--- config.mk ---
export PLATFORM = sky130hd
export DESIGN_NAME = uart_8n1_transmitter_flat
export DESIGN_NICKNAME = d
export VERILOG_FILES = /design/src/design/u8tx_pkg.sv /design/src/design/u8tx_ifs.sv /design/src/design/u8tx_ram.sv /design/src/design/uart_8n1_transmitter.sv /design/src/flat_wrapper.sv
export SDC_FILE = /design/constraint.sdc
export NUM_CORES = 1
export LEC_CHECK = 0
export BUFFER_PORTS_ARGS = -buffer_cell sky130_fd_sc_hd__buf_2
export CORE_ASPECT_RATIO = 0.6
export CORE_MARGIN = 3
export CORE_UTILIZATION = 30
export DETAILED_ROUTE_END_ITERATION = 8
export PLACE_DENSITY = 0.5
export SYNTH_ARGS = -nofsm -noshare
export SYNTH_HDL_FRONTEND = slang
export SYNTH_SLANG_ARGS = --single-unit
export TNS_END_PERCENT = 100
--- constraint.sdc ---
create_clock -name clk -period 7.1 [get_ports clk]
set_input_delay 0.71 -clock clk [delete_from_list [all_inputs] [get_ports clk]]
set_output_delay 0.71 -clock clk [all_outputs]
set_load 0.02 [all_outputs]
--- src/design/u8tx_pkg.sv ---
`timescale 1ns / 1ps
// ----------------------------------------------------------------------------
// u8tx_pkg
// Shared types and constants of the 8N1 serial transmitter.
// ----------------------------------------------------------------------------
package u8tx_pkg;

  localparam int QUEUE_DEPTH = 16;
  localparam int QIDX_W      = (QUEUE_DEPTH > 1) ? $clog2(QUEUE_DEPTH) : 1;
  localparam int QCNT_W      = $clog2(QUEUE_DEPTH + 1);
  localparam int FRAME_BITS  = 10;
  localparam int BIDX_W      = 4;
  localparam int PERIOD_W    = 16;
  localparam int BYTE_W      = 8;

  localparam logic [PERIOD_W-1:0] PERIOD_RESET = 16'd104;

  typedef logic [BYTE_W-1:0]     byte_t;
  typedef logic [PERIOD_W-1:0]   period_t;
  typedef logic [QIDX_W-1:0]     qidx_t;
  typedef logic [QCNT_W-1:0]     qcnt_t;
  typedef logic [BIDX_W-1:0]     bidx_t;
  typedef logic [FRAME_BITS-1:0] frame_t;

  typedef enum logic {
    REQ_TICK  = 1'b0,
    REQ_WRITE = 1'b1
  } req_t;

endpackage

--- src/design/u8tx_ifs.sv ---
`timescale 1ns / 1ps
// ----------------------------------------------------------------------------
// u8tx channel interfaces
// Valid/ready channels for request items, result items and configuration.
// ----------------------------------------------------------------------------
interface u8tx_in_if;
  logic                valid;
  logic                ready;
  logic                req_type;
  u8tx_pkg::byte_t     data;

  modport source (output valid, output req_type, output data, input ready);
  modport sink   (input valid, input req_type, input data, output ready);
endinterface

interface u8tx_out_if;
  logic valid;
  logic ready;
  logic tx_line;
  logic busy_res;
  logic accepted;

  modport source (output valid, output tx_line, output busy_res, output accepted,
                  input ready);
  modport sink   (input valid, input tx_line, input busy_res, input accepted,
                  output ready);
endinterface

interface u8tx_cfg_if;
  logic              valid;
  logic              ready;
  u8tx_pkg::period_t data;

  modport source (output valid, output data, input ready);
  modport sink   (input valid, input data, output ready);
endinterface

--- src/design/u8tx_ram.sv ---
`timescale 1ns / 1ps
// ----------------------------------------------------------------------------
// u8tx_ram
// Generic single-write, single-read RAM with registered read data.
// ----------------------------------------------------------------------------
module u8tx_ram #(
  parameter int WIDTH = 8,
  parameter int DEPTH = 16
) (
  input  logic                                      clk,
  input  logic                                      wr_en,
  input  logic [((DEPTH > 1) ? $clog2(DEPTH) : 1)-1:0] wr_addr,
  input  logic [WIDTH-1:0]                          wr_data,
  input  logic [((DEPTH > 1) ? $clog2(DEPTH) : 1)-1:0] rd_addr,
  output logic [WIDTH-1:0]                          rd_data
);

  logic [WIDTH-1:0] mem [DEPTH];

  always_ff @(posedge clk) begin
    if (wr_en) begin
      mem[wr_addr] <= wr_data;
    end
    rd_data <= mem[rd_addr];
  end

endmodule

--- src/design/uart_8n1_transmitter.sv ---
`timescale 1ns / 1ps
// Throughput: one item per clock cycle whenever the result register is free or
// is being drained in that same cycle.
// An item's result sits in the output register in the cycle after it is accepted;
// the RAM is read at the next head address, so a finished frame hands over to the next
// byte on the same tick. Reset (rst_n, synchronous, active low) clears the control
// state and sets the line high; queue contents are left as they are.
// ----------------------------------------------------------------------------
// uart_8n1_transmitter
// Serial 8N1 transmitter, LSB first, with a byte queue held in a RAM.
// ----------------------------------------------------------------------------
module uart_8n1_transmitter (
  input  logic       clk,
  input  logic       rst_n,
  u8tx_in_if.sink    in_chan,
  u8tx_out_if.source out_chan,
  u8tx_cfg_if.sink   cfg_chan
);

  import u8tx_pkg::*;

  // Frame state. The frame shift register holds stop, data and start bits and
  // stays fixed during a frame; the bit index selects the bit on the line.
  frame_t  frame_shift_r, frame_shift_nxt;
  bidx_t   bit_index_r,   bit_index_nxt;
  period_t period_count_r, period_count_nxt;
  logic    sending_r,     sending_nxt;
  logic    line_level_r,  line_level_nxt;
  period_t bit_period_r;

  // Queue bookkeeping. The queue entries live in the RAM.
  qidx_t queue_head_r,  queue_head_nxt;
  qidx_t queue_tail_r,  queue_tail_nxt;
  qcnt_t queue_count_r, queue_count_nxt;

  // RAM port and the write-to-read forwarding path.
  logic  wr_en;
  byte_t ram_rd_data;
  logic  fwd_r,      fwd_nxt;
  byte_t fwd_data_r;
  byte_t head_byte;

  // Result register.
  logic out_valid_r, out_valid_nxt;
  logic out_tx_r;
  logic out_busy_r;
  logic out_acc_r;
  logic acc_nxt;

  logic    item_take;
  period_t period_eff;
  period_t period_inc;
  bidx_t   bit_next;

  // The block takes a new item whenever the result register will be empty.
  assign in_chan.ready  = !out_valid_r || out_chan.ready;
  assign item_take      = in_chan.valid && in_chan.ready;
  assign cfg_chan.ready = 1'b1;

  // A zero bit period behaves as a one-tick period.
  assign period_eff = (bit_period_r == '0) ? period_t'(1) : bit_period_r;
  assign period_inc = period_count_r + period_t'(1);
  assign bit_next   = bit_index_r + bidx_t'(1);

  // The RAM was read at the current head last cycle. If that same entry was
  // being written at the time, the freshly written byte is taken instead.
  assign head_byte = fwd_r ? fwd_data_r : ram_rd_data;

  always_comb begin
    frame_shift_nxt  = frame_shift_r;
    bit_index_nxt    = bit_index_r;
    period_count_nxt = period_count_r;
    sending_nxt      = sending_r;
    line_level_nxt   = line_level_r;
    queue_head_nxt   = queue_head_r;
    queue_tail_nxt   = queue_tail_r;
    queue_count_nxt  = queue_count_r;
    wr_en            = 1'b0;
    acc_nxt          = 1'b0;

    if (item_take) begin
      if (req_t'(in_chan.req_type) == REQ_WRITE) begin
        if (!sending_r && queue_count_r == '0) begin
          // Idle line: the byte goes straight onto the wire.
          frame_shift_nxt  = {1'b1, in_chan.data, 1'b0};
          bit_index_nxt    = '0;
          period_count_nxt = '0;
          sending_nxt      = 1'b1;
          line_level_nxt   = 1'b0;
          acc_nxt          = 1'b1;
        end else if (queue_count_r != qcnt_t'(QUEUE_DEPTH)) begin
          wr_en           = 1'b1;
          queue_tail_nxt  = (queue_tail_r == qidx_t'(QUEUE_DEPTH - 1)) ?
                            '0 : queue_tail_r + qidx_t'(1);
          queue_count_nxt = queue_count_r + qcnt_t'(1);
          acc_nxt         = 1'b1;
        end
      end else if (sending_r) begin
        if (period_inc >= period_eff) begin
          period_count_nxt = '0;
          if (bit_next < bidx_t'(FRAME_BITS)) begin
            bit_index_nxt  = bit_next;
            line_level_nxt = frame_shift_r[bit_next];
          end else if (queue_count_r != '0) begin
            // Stop bit done and a byte waits: start its frame on this tick.
            queue_head_nxt  = (queue_head_r == qidx_t'(QUEUE_DEPTH - 1)) ?
                              '0 : queue_head_r + qidx_t'(1);
            queue_count_nxt = queue_count_r - qcnt_t'(1);
            frame_shift_nxt = {1'b1, head_byte, 1'b0};
            bit_index_nxt   = '0;
            line_level_nxt  = 1'b0;
          end else begin
            sending_nxt    = 1'b0;
            bit_index_nxt  = '0;
            line_level_nxt = 1'b1;
          end
        end else begin
          period_count_nxt = period_inc;
        end
      end
    end
  end

  // Forward a write that lands on the entry being read this cycle.
  assign fwd_nxt = wr_en && (queue_tail_r == queue_head_nxt);

  always_comb begin
    if (item_take) begin
      out_valid_nxt = 1'b1;
    end else begin
      out_valid_nxt = out_valid_r && !out_chan.ready;
    end
  end

  u8tx_ram #(
    .WIDTH (BYTE_W),
    .DEPTH (QUEUE_DEPTH)
  ) u_queue_ram (
    .clk     (clk),
    .wr_en   (wr_en),
    .wr_addr (queue_tail_r),
    .wr_data (in_chan.data),
    .rd_addr (queue_head_nxt),
    .rd_data (ram_rd_data)
  );

  always_ff @(posedge clk) begin
    if (!rst_n) begin
      frame_shift_r  <= '1;
      bit_index_r    <= '0;
      period_count_r <= '0;
      sending_r      <= 1'b0;
      line_level_r   <= 1'b1;
      bit_period_r   <= PERIOD_RESET;
      queue_head_r   <= '0;
      queue_tail_r   <= '0;
      queue_count_r  <= '0;
      fwd_r          <= 1'b0;
      out_valid_r    <= 1'b0;
    end else begin
      frame_shift_r  <= frame_shift_nxt;
      bit_index_r    <= bit_index_nxt;
      period_count_r <= period_count_nxt;
      sending_r      <= sending_nxt;
      line_level_r   <= line_level_nxt;
      queue_head_r   <= queue_head_nxt;
      queue_tail_r   <= queue_tail_nxt;
      queue_count_r  <= queue_count_nxt;
      fwd_r          <= fwd_nxt;
      out_valid_r    <= out_valid_nxt;
      if (cfg_chan.valid && cfg_chan.ready) begin
        bit_period_r <= cfg_chan.data;
      end
    end
  end

  // Payload registers: forwarded byte and result fields.
  always_ff @(posedge clk) begin
    fwd_data_r <= in_chan.data;
    if (item_take) begin
      out_tx_r   <= line_level_nxt;
      out_busy_r <= sending_nxt || (queue_count_nxt != '0);
      out_acc_r  <= acc_nxt;
    end
  end

  assign out_chan.valid    = out_valid_r;
  assign out_chan.tx_line  = out_tx_r;
  assign out_chan.busy_res = out_busy_r;
  assign out_chan.accepted = out_acc_r;

endmodule
--- src/flat_wrapper.sv ---
// flat-port wrapper written by rule: the top's interface ports become plain ports
module uart_8n1_transmitter_flat import u8tx_pkg::*;
  (clk, rst_n, in_chan_valid, in_chan_req_type, in_chan_data, in_chan_ready, out_chan_valid, out_chan_tx_line, out_chan_busy_res, out_chan_accepted, out_chan_ready, cfg_chan_valid, cfg_chan_data, cfg_chan_ready);
  u8tx_in_if in_chan_i ();
  u8tx_out_if out_chan_i ();
  u8tx_cfg_if cfg_chan_i ();
  input  logic clk;
  input  logic rst_n;
  input wire logic [$bits(in_chan_i.valid)-1:0] in_chan_valid;
  input wire logic [$bits(in_chan_i.req_type)-1:0] in_chan_req_type;
  input wire logic [$bits(in_chan_i.data)-1:0] in_chan_data;
  output wire logic [$bits(in_chan_i.ready)-1:0] in_chan_ready;
  output wire logic [$bits(out_chan_i.valid)-1:0] out_chan_valid;
  output wire logic [$bits(out_chan_i.tx_line)-1:0] out_chan_tx_line;
  output wire logic [$bits(out_chan_i.busy_res)-1:0] out_chan_busy_res;
  output wire logic [$bits(out_chan_i.accepted)-1:0] out_chan_accepted;
  input wire logic [$bits(out_chan_i.ready)-1:0] out_chan_ready;
  input wire logic [$bits(cfg_chan_i.valid)-1:0] cfg_chan_valid;
  input wire logic [$bits(cfg_chan_i.data)-1:0] cfg_chan_data;
  output wire logic [$bits(cfg_chan_i.ready)-1:0] cfg_chan_ready;
  assign in_chan_i.valid = in_chan_valid;
  assign in_chan_i.req_type = in_chan_req_type;
  assign in_chan_i.data = in_chan_data;
  assign in_chan_ready = in_chan_i.ready;
  assign out_chan_valid = out_chan_i.valid;
  assign out_chan_tx_line = out_chan_i.tx_line;
  assign out_chan_busy_res = out_chan_i.busy_res;
  assign out_chan_accepted = out_chan_i.accepted;
  assign out_chan_i.ready = out_chan_ready;
  assign cfg_chan_i.valid = cfg_chan_valid;
  assign cfg_chan_i.data = cfg_chan_data;
  assign cfg_chan_ready = cfg_chan_i.ready;
  uart_8n1_transmitter u_core (.clk(clk), .rst_n(rst_n), .in_chan(in_chan_i), .out_chan(out_chan_i), .cfg_chan(cfg_chan_i));
endmodule
==> qor.yml, run 1 <==
worst_setup_path:
  critPathKind: "flop to flop"
  start_kind: "flop"
  cp_max_fo: 31
  cp_data_required_time_ns: 7.49
  endpoint_kind: "flop"
  worst_ep_arrival_time_ns: 5.29
floorplanning:
  initial_core_util_pct: 31.1
  io_pins: 36
  dieHeight_um: 144
  die_x_um: 236
  placementRows: 49
  die-area_um2: 34100
  coreArea_um2: 30700
detailed_routing:
  first_iter_violations: 716
  ant_nets: 0
  vias: 6781
  viasPerCell: 5.15
  wl_per_cell_um: 20.0
  dr.pass1.iters: 5
  drcViolationCount: 0
  drt-total-wl_mm: 26.3
yosys:
  synthAdderAreaFrac_pct: 3.28
  synth_compound_area_share_pct: 9.44
  post_synth.cell_area_avg_um2: 10.9
  synth_warnings: 0
  synth_cells: 878
  async_flop_share_pct: 0
  ys_seq_elements: 209
  synth.distinct_cells: 62
  synthXorXnorAreaFrac_pct: 3.03
  syn_area_um2: 9550
  synth.mux.area_fraction_pct: 5.65
  yosysSeqAreaShare_pct: 57.6
  synthSimpleGateAreaFrac_pct: 17.4
  synth-main-ff-cell: "edfxtp_1"
  syn-num-nets: 933
  synth_top_family_by_area: "simple AND/OR/NAND/NOR gates"
  synth_edf_count: 131
clocking:
  cts_tree: "built"
  cts.path.max_buffers: 3
  cts-buffers-inserted: 21
  cts-root-buf: "clkbuf_16"
  clock_latency_ns: 0.52
  cts_max_level: 1
  cts_setup_buffers: 0
  clock_sink_count: 209
  hold_buffers: 0
  post_cts_resize_count: 0
  clk_pin_slew_ns: 0.07
global_routing:
  grt_usage_pct: 15.6
  grt_max_degree: 50
  overflow: 0
  grt_pass1_vias: 6535
  antenna_found_initial: 1
  grt_pass1_wl_mm: 40.9
layout:
  diodes: 0
  drive_gt1_share_pct: 11.0
  mostFrequentLayoutCells: "edfxtp_1, nand3_1, nor2_1"
  finalNetCount: 948
  final_common_cell: "edfxtp_1"
  area_growth_pct: 13.1
  post-route-cell-area_um2: 10800
  fin_util_pct: 35.2
  nFillCells: 3068
sta:
  max_freq_ghz: 0.204
  fin_ws_ns: 2.20
  rsz0062_at_grt: "no"
  fin_skew_ns: 0.0129
  fin_tns_setup_ns: 0
  fin_crit_sh_pct: 69.0
  final-hold-violation-count: 0
  timing.slew.headroom_pct: 17.1
  fin_crit_ns: 4.90
  finalSetupViolCount: 0
  finalMaxSlewViolations: 0
  tightest_slew_ns: 1.23
run:
  maxCapViolCount: 0
place:
  dp_hpwl_mm: 17.9
  dp_slack_ns: 2.27
  postPlaceCellArea_um2: 10100
  io_buffers: 34
  finalWeightedCongestion: 0.817
power_and_ir_drop:
  ir_worst_vdd_mv: 0.133
  p_per_area_nw_per_um2: 243
  leakage_uw: 0.00405
status:
  status: "finished, final reports clean"
min_path:
  hp-class: "input port to flop"
## flip-flops by register name, summed over array words and instances, names as in the netlist, 4 cells and up
| register | flops |
|---|---|
| u_core.bit_index_r | 4 |
| u_core.bit_period_r | 16 |
| u_core.frame_shift_r | 9 |
| u_core.fwd_data_r | 8 |
| u_core.period_count_r | 16 |
| u_core.queue_count_r | 5 |
| u_core.queue_head_r | 4 |
| u_core.queue_tail_r | 4 |
| u_core.u_queue_ram.mem | 128 |
| u_core.u_queue_ram.rd_data | 8 |
## stage by stage
stage | std cells | hold WS (ns) | total power, uW
2_1_floorplan | 878 | 0.418 | 1410
3_3_place_gp | 1278 | 0.434 | 1460
3_5_place_dp | 1278 | 0.438 | 1460
4_1_cts | 1316 | 0.405 | 2650
5_1_grt | 1316 | 0.422 | 2710
6_report | 1316 | 0.427 | 2620
## kinds of logic (layout without fill, tap and decap cells)
logic type	count (synthesis)	count (layout)
other cells	1	1
xor+xnor	33	33
compound gates	145	145
mux	51	51
simple gates	337	337
flops	209	209
fa+ha+maj	25	25
buf+inv	77	107
## layout make-up
cell class	instances	area (um2)	share of cell area, %
Clock inverter	11	135	1.25
Multi-Input combinational cell	592	3730	34.5
Clock buffer	27	598	5.54
Inverter	27	101	0.939
Sequential cell	209	5500	50.9
Timing Repair Buffer	42	230	2.13
Tap cell	408	510	4.73
## metal layers
layer	vias to the layer above	wire length (um)	track usage, %
li1	3248	-	-
met1	3306	14300	25.4
met2	200	9520	20.0
met3	27	2150	4.59
met4	0	293	2.61
met5	-	0	0
## path summary, 6_finish.rpt
check | startpoint | end | slack [ns] | cells past startpoint
setup / recovery | u_core.period_count_r[2] | u_core.u_queue_ram.rd_data[6] | 2.20 | 16
hold / removal | cfg_chan_data[15] | u_core.bit_period_r[15] | 0.43 | 3
setup reg to reg | u_core.period_count_r[2] | u_core.u_queue_ram.rd_data[6] | 2.20 | 16
hold reg to reg | u_core.frame_shift_r[0] | u_core.frame_shift_r[0] | 0.45 | 2
## cell usage after synthesis (all sizes together), types with 2 or more instances
cell / number / area [um2]
mux2: 3 / 33.8
edfxtp: 131 / 3930
xor2: 17 / 149
and2: 8 / 52.6
a41o: 2 / 20.0
o211ai: 15 / 113
o22ai: 2 / 12.5
dfxtp: 78 / 1560
a22oi: 7 / 52.6
a31o: 2 / 17.5
and3: 8 / 50.1
a21boi: 2 / 18.8
a2bb2oi: 8 / 70.1
clkbuf: 32 / 121
or4: 2 / 15.0
nand4: 23 / 144
a21oi: 27 / 135
nand2b: 5 / 31.3
buf: 18 / 121
nand3b: 2 / 15.0
mux4: 2 / 45.0
ha: 25 / 313
o21ai: 70 / 354
nand3: 112 / 561
nand4b: 3 / 41.3
mux2i: 46 / 460
xnor2: 16 / 140
a31oi: 3 / 31.3
nand2: 60 / 225
nor2: 87 / 345
nor4: 5 / 31.3
inv: 27 / 101
nor3: 16 / 101
## worst max-delay path, stage by stage, from the launching register on
cell       delay, ns
dfxtp_1         0.40
and3_1          0.25
nand3_1         0.16
nor2_1          0.29
nand3_1         0.26
nor2_1          0.27
xor2_1          0.17
ha_1            0.26
nand4_1         0.15
nor3_1          0.08
nor3_1          0.38
a31oi_2         0.31
a21boi_4        0.81
nor2_8          0.23
mux2_2          0.35
o2111ai_1       0.27
o22ai_1         0.13
## power breakdown
part | switching [uW] | internal [uW] | total (uW)
Combinational | 79.4 | 37.8 | 117
Clock | 481 | 705 | 1190
Sequential | 12.3 | 1310 | 1320
Total | 573 | 2050 | 2620
Power figures use the tool's default switching activity.
==> run 2, diff against run 1 <==
clock period = 4.9 ns   (was 7.1 ns; I/O delays follow)
==> run 2 against run 1 <==
  * Sequential share of layout area fell by 0.54 points
  * Worst setup slack got worse by 1.8 ns
  * Critical endpoint unchanged
  * Fmax rose by 8.2%
  * Power rose by 42%
  * Sequential cell count did not move
  * Sequential power rose by 45%
  * Combinational power rose by 41%
  * Routed wire length fell by 2.9%
==> qor.yml, run 2 (synthesized netlist as in run 1, its figures left out) <==
floorplanning:
  placementRows: 49
  io_pins: 36
  coreArea_um2: 30700
  dieHeight_um: 144
  die_x_um: 236
  die-area_um2: 34100
  initial_core_util_pct: 31.1
sta:
  max_freq_ghz: 0.221
  final-hold-violation-count: 0
  finalSetupViolCount: 0
  tightest_slew_ns: 0.882
  rsz0062_at_grt: "no"
  finalMaxSlewViolations: 0
  fin_crit_sh_pct: 92.4
  fin_tns_setup_ns: 0
  fin_crit_ns: 4.53
  timing.slew.headroom_pct: 41.0
  fin_skew_ns: 0.0218
place:
  io_buffers: 34
  finalWeightedCongestion: 0.861
  dp_hpwl_mm: 17.8
  postPlaceCellArea_um2: 10200
  dp_cells: 1293
status:
  status: "finished, final reports clean"
detailed_routing:
  viasPerCell: 5.13
  drt-total-wl_mm: 25.5
  vias: 6841
  drcViolationCount: 0
  wl_per_cell_um: 19.1
  ant_nets: 0
  dr.pass1.iters: 7
  first_iter_violations: 716
worst_setup_path:
  worstPathCellList: "and3_1, nand3_1, nor2_1, nand3_1, nor2_1, xor2_1, ha_1, nand4_1, nor3_2, nand2_1, a31oi_2, a21boi_4, buf_4, nor2_8, mux2_2, o2111ai_1, o22ai_1"
  cp_data_required_time_ns: 5.28
  start_kind: "flop"
  critPathKind: "flop to flop"
  cp_max_fo: 14
  critical-path-slowest-cell: "dfxtp_1"
  r2r_setup_slack_ns: 0.37
  cpPeakStageDelay_ns: 0.39
  worst_ep_arrival_time_ns: 4.91
  endpoint_kind: "flop"
clocking:
  clk_pin_slew_ns: 0.06
  cts_max_level: 1
  cts-root-buf: "clkbuf_16"
  cts_tree: "built"
  cts-buffers-inserted: 22
  clock_sink_count: 209
  clock_latency_ns: 0.53
  hold_buffers: 0
  cts.path.max_buffers: 3
layout:
  largestRegisters: "u_core.u_queue_ram.mem (128), u_core.bit_period_r (16), u_core.period_count_r (16)"
  final_common_cell: "edfxtp_1"
  diodes: 0
  post-route-cell-area_um2: 10900
  mostFrequentLayoutCells: "edfxtp_1, nand3_1, nor2_1"
  nFillCells: 3066
  finalNetCount: 965
  largest_reg_flops: 128
  final_cell_count_no_fill: 1334
  area_growth_pct: 14.3
  top_register: "u_core.u_queue_ram.mem"
  drive_gt1_share_pct: 12.2
power_and_ir_drop:
  p_per_area_nw_per_um2: 341
  power_uw: 3720
  leakage_uw: 0.00411
  ir_worst_vdd_mv: 0.211
global_routing:
  grt_pass1_vias: 6426
  antenna_found_initial: 1
  grt_pass1_wl_mm: 39.5
  grt_max_degree: 48
  grt_usage_pct: 15.0
  overflow: 0
run:
  maxCapViolCount: 0
min_path:
  hp-class: "input port to flop"
==> run 2: cell type report <==
type / instances / area [um2] / share of cell area, %
clock inverter: 11 / 119 / 1.09
tap: 408 / 510 / 4.68
timing repair buffer: 58 / 375 / 3.44
sequential: 209 / 5500 / 50.4
inverter: 27 / 101 / 0.929
clock buffer: 29 / 577 / 5.29
multi-input combinational: 592 / 3730 / 34.2
==> run 2: metrics by stage <==
step / worst slack [ns] / hold slack (ns) / utilization [%]
5_1_grt: 0.0162 / 0.177 / 35.6
3_5_place_dp: 0.409 / 0.432 / 33.3
2_1_floorplan: 1.03 / 0.418 / -
4_1_cts: 0.313 / 0.162 / 35.5
3_3_place_gp: 0.443 / 0.433 / 33.3
6_report: 0.373 / 0.184 / 35.6
==> run 2: final timing paths <==
kind | from | end | cells after the start
max | u_core.period_count_r[2] | u_core.u_queue_ram.rd_data[6] | 17
min | cfg_chan_data[6] | u_core.bit_period_r[6] | 3
min reg2reg | u_core.frame_shift_r[0] | u_core.frame_shift_r[0] | 2
max reg2reg | u_core.period_count_r[2] | u_core.u_queue_ram.rd_data[6] | 17
==> run 2: metal layers <==
layer	up-vias	GRT usage, %	routed length (um)
li1	3275	-	-
met1	3357	25.4	14400
met5	-	0	9
met4	2	3.05	369
met3	35	3.18	1550
met2	172	18.5	9180
==> run 2: repair_timing <==
item | 4_1_cts | 5_1_grt
gates resized for setup | 0 | 2
setup buffers | 0 | 1
hold endpoints to repair | 0 | 0
endpoints found under the setup margin | 0 | 7
==> run 2: worst max-delay path, delay by kind of cell (launching register included) <==
family / cells / cell delay, ns
simple gates: 9 / 2.13
compound gates: 4 / 0.85
xor+xnor: 1 / 0.10
flops: 1 / 0.39
mux: 1 / 0.38
fa+ha+maj: 1 / 0.32
buf+inv: 1 / 0.21
==> run 2: power breakdown <==
group / internal, uW / switching (uW)
combinational: 55.3 / 110
clock: 941 / 707
sequential: 1890 / 17.6
==> run 3, diff against run 2 <==
BUFFER_PORTS_ARGS = -buffer_cell sky130_fd_sc_hd__buf_4   (was -buffer_cell sky130_fd_sc_hd__buf_2)
CORE_UTILIZATION = 25   (was 30)
PLACE_DENSITY = 0.44   (was 0.5)
==> run 3 against run 2 <==
  * Sequential share of layout area decreased by 0.99 points
  * Clock power up 6%
  * Non-clock buffer count is 6 lower
  * Cell count increased by 6.7%
  * Register-to-register slack better by 0.03 ns
  * Critical path depth unchanged
  * Clock skew is 0.0059 ns lower
  * Power grew 3.0%
  * Routed wire length up 5.4%
==> qor.yml, run 3 (synthesized netlist as in run 1, its figures left out) <==
sta:
  final-hold-violation-count: 0
  fin_crit_ns: 4.49
  tightest_slew_ns: 0.968
  hold-worst-slack_ns: 0.214
  timing.slew.headroom_pct: 35.3
  fin_tns_setup_ns: 0
  fin_crit_sh_pct: 91.7
  finalSetupViolCount: 0
  rsz0062_at_grt: "no"
  fin_skew_ns: 0.0159
  finalMaxSlewViolations: 0
  max_freq_ghz: 0.223
place:
  finalWeightedCongestion: 0.796
  dp_cells: 1384
  io_buffers: 34
  dp_hpwl_mm: 18.6
  postPlaceCellArea_um2: 10400
floorplanning:
  die-area_um2: 40600
  placementRows: 54
  coreArea_um2: 37000
  dieHeight_um: 157
  die_x_um: 258
  initial_core_util_pct: 25.8
  io_pins: 36
power_and_ir_drop:
  leakage_uw: 0.00413
  ir_worst_vdd_mv: 0.211
  p_per_area_nw_per_um2: 345
  power_frac_comb_pct: 4.6
  p_sw_share_pct: 22.0
  internal_power_uw: 2990
  power_uw: 3840
  power_frac_clock_pct: 45.6
  netSwitchingPower_uw: 844
  p_seq_share_pct: 49.8
global_routing:
  grt_usage_pct: 13.3
  grt_max_degree: 49
  overflow: 0
  grt_pass1_wl_mm: 41.1
  antenna_found_initial: 1
  grt_pass1_vias: 6400
detailed_routing:
  vias: 6808
  ant_nets: 0
  dr.pass1.iters: 5
  first_iter_violations: 618
  drt-total-wl_mm: 26.9
  wl_per_cell_um: 18.9
  met2_length_mm: 9.91
  drcViolationCount: 0
  wl_met3_mm: 1.40
  wl_met1_mm: 15.3
  top_layer: "met4"
  viasPerCell: 4.78
layout:
  largestRegisters: "u_core.u_queue_ram.mem (128), u_core.bit_period_r (16), u_core.period_count_r (16)"
  diodes: 0
  largest_reg_flops: 128
  mostFrequentLayoutCells: "edfxtp_1, nand3_1, nor2_1"
  top_register: "u_core.u_queue_ram.mem"
  area_growth_pct: 16.6
  final_common_cell: "edfxtp_1"
  final_cell_count_no_fill: 1424
  post-route-cell-area_um2: 11100
  drive_gt1_share_pct: 11.7
  finalNetCount: 959
run:
  maxCapViolCount: 0
clocking:
  cts_tree: "built"
  hold_buffers: 0
  clk_pin_slew_ns: 0.06
  cts-root-buf: "clkbuf_16"
  cts_max_level: 1
  clock_sink_count: 209
  cts.path.max_buffers: 3
  cts-buffers-inserted: 22
  clock_latency_ns: 0.52
worst_setup_path:
  crit_top_cell: "nand3_1"
  start_kind: "flop"
  worst_ep_arrival_time_ns: 4.89
  cp_max_fo: 10
  critPathKind: "flop to flop"
  worstPathCellList: "and3_1, nand3_1, nor2_1, nand3_1, nor2_1, xor2_1, ha_1, nand4_1, nor3_2, nand2_1, a31o_2, or4_1, nand3_2, buf_4, nand3_1, nand4_1, a2bb2oi_1"
  endpoint_kind: "flop"
  critical-path-slowest-cell: "or4_1"
  cpPeakStageDelay_ns: 0.52
  cp_data_required_time_ns: 5.29
status:
  status: "finished, final reports clean"
min_path:
  hp-class: "input port to flop"
==> run 3: final cells by class <==
type                    instances  area, um2
fillers                      3805      25800
flip-flops and latches        209       5500
multi-input cells             592       3750
well taps                     504        631
clock buffers                  32        619
repair buffers                 52        419
clock inverters                 8        119
inverters                      27        101
==> run 3: per-layer routing <==
layer / GRT usage (%) / vias to the layer above
li1: - / 3269
met1: 22.5 / 3349
met2: 16.5 / 168
met3: 2.52 / 22
met4: 2.49 / 0
met5: 0 / -
==> run 3: power by group through the flow <==
| stage | combinational (uW) | sequential (uW) | clock [uW] |
|---|---|---|---|
| floorplan | 95.8 | 1940 | 0 |
| global placement | 179 | 1950 | 0 |
| detailed placement | 179 | 1950 | 0 |
| CTS | 180 | 1910 | 1790 |
| global route | 200 | 1910 | 1860 |
| finish | 178 | 1910 | 1750 |
==> run 3: worst max-delay path, delay by kind of cell (launching register included) <==
| kind | cells | cell delay [ns] |
|---|---|---|
| buffers and inverters | 1 | 0.23 |
| xor gates and xnor gates | 1 | 0.10 |
| and+or+nand+nor | 12 | 2.84 |
| adders and majority gates | 1 | 0.31 |
| AOI/OAI and AO/OA | 2 | 0.49 |
| DFF | 1 | 0.40 |
==> run 3: repair_timing <==
action / CTS / global route
endpoints found under the hold margin: 0 / 0
resized for setup: 0 / 5
setup endpoints to repair: 0 / 8
buffers inserted: 0 / 0
==> run 3: path summary, 6_finish.rpt <==
path	from	endpoint	slack [ns]	cells after the start
worst max-delay path	u_core.period_count_r[0]	u_core.u_queue_ram.rd_data[2]	0.41	17
worst min register to register	u_core.frame_shift_r[0]	u_core.frame_shift_r[0]	0.46	2
worst min-delay path	cfg_chan_data[6]	u_core.bit_period_r[6]	0.21	3
worst max register to register	u_core.period_count_r[0]	u_core.u_queue_ram.rd_data[2]	0.41	17
==> run 3: through the flow <==
step | setup slack [ns] | util (%)
CTS | 0.269 | 30.1
global placement | 0.351 | 28.1
detailed placement | 0.305 | 28.1
floorplan | 1.03 | -
global route | 0.00564 | 30.1
finish | 0.408 | 30.1
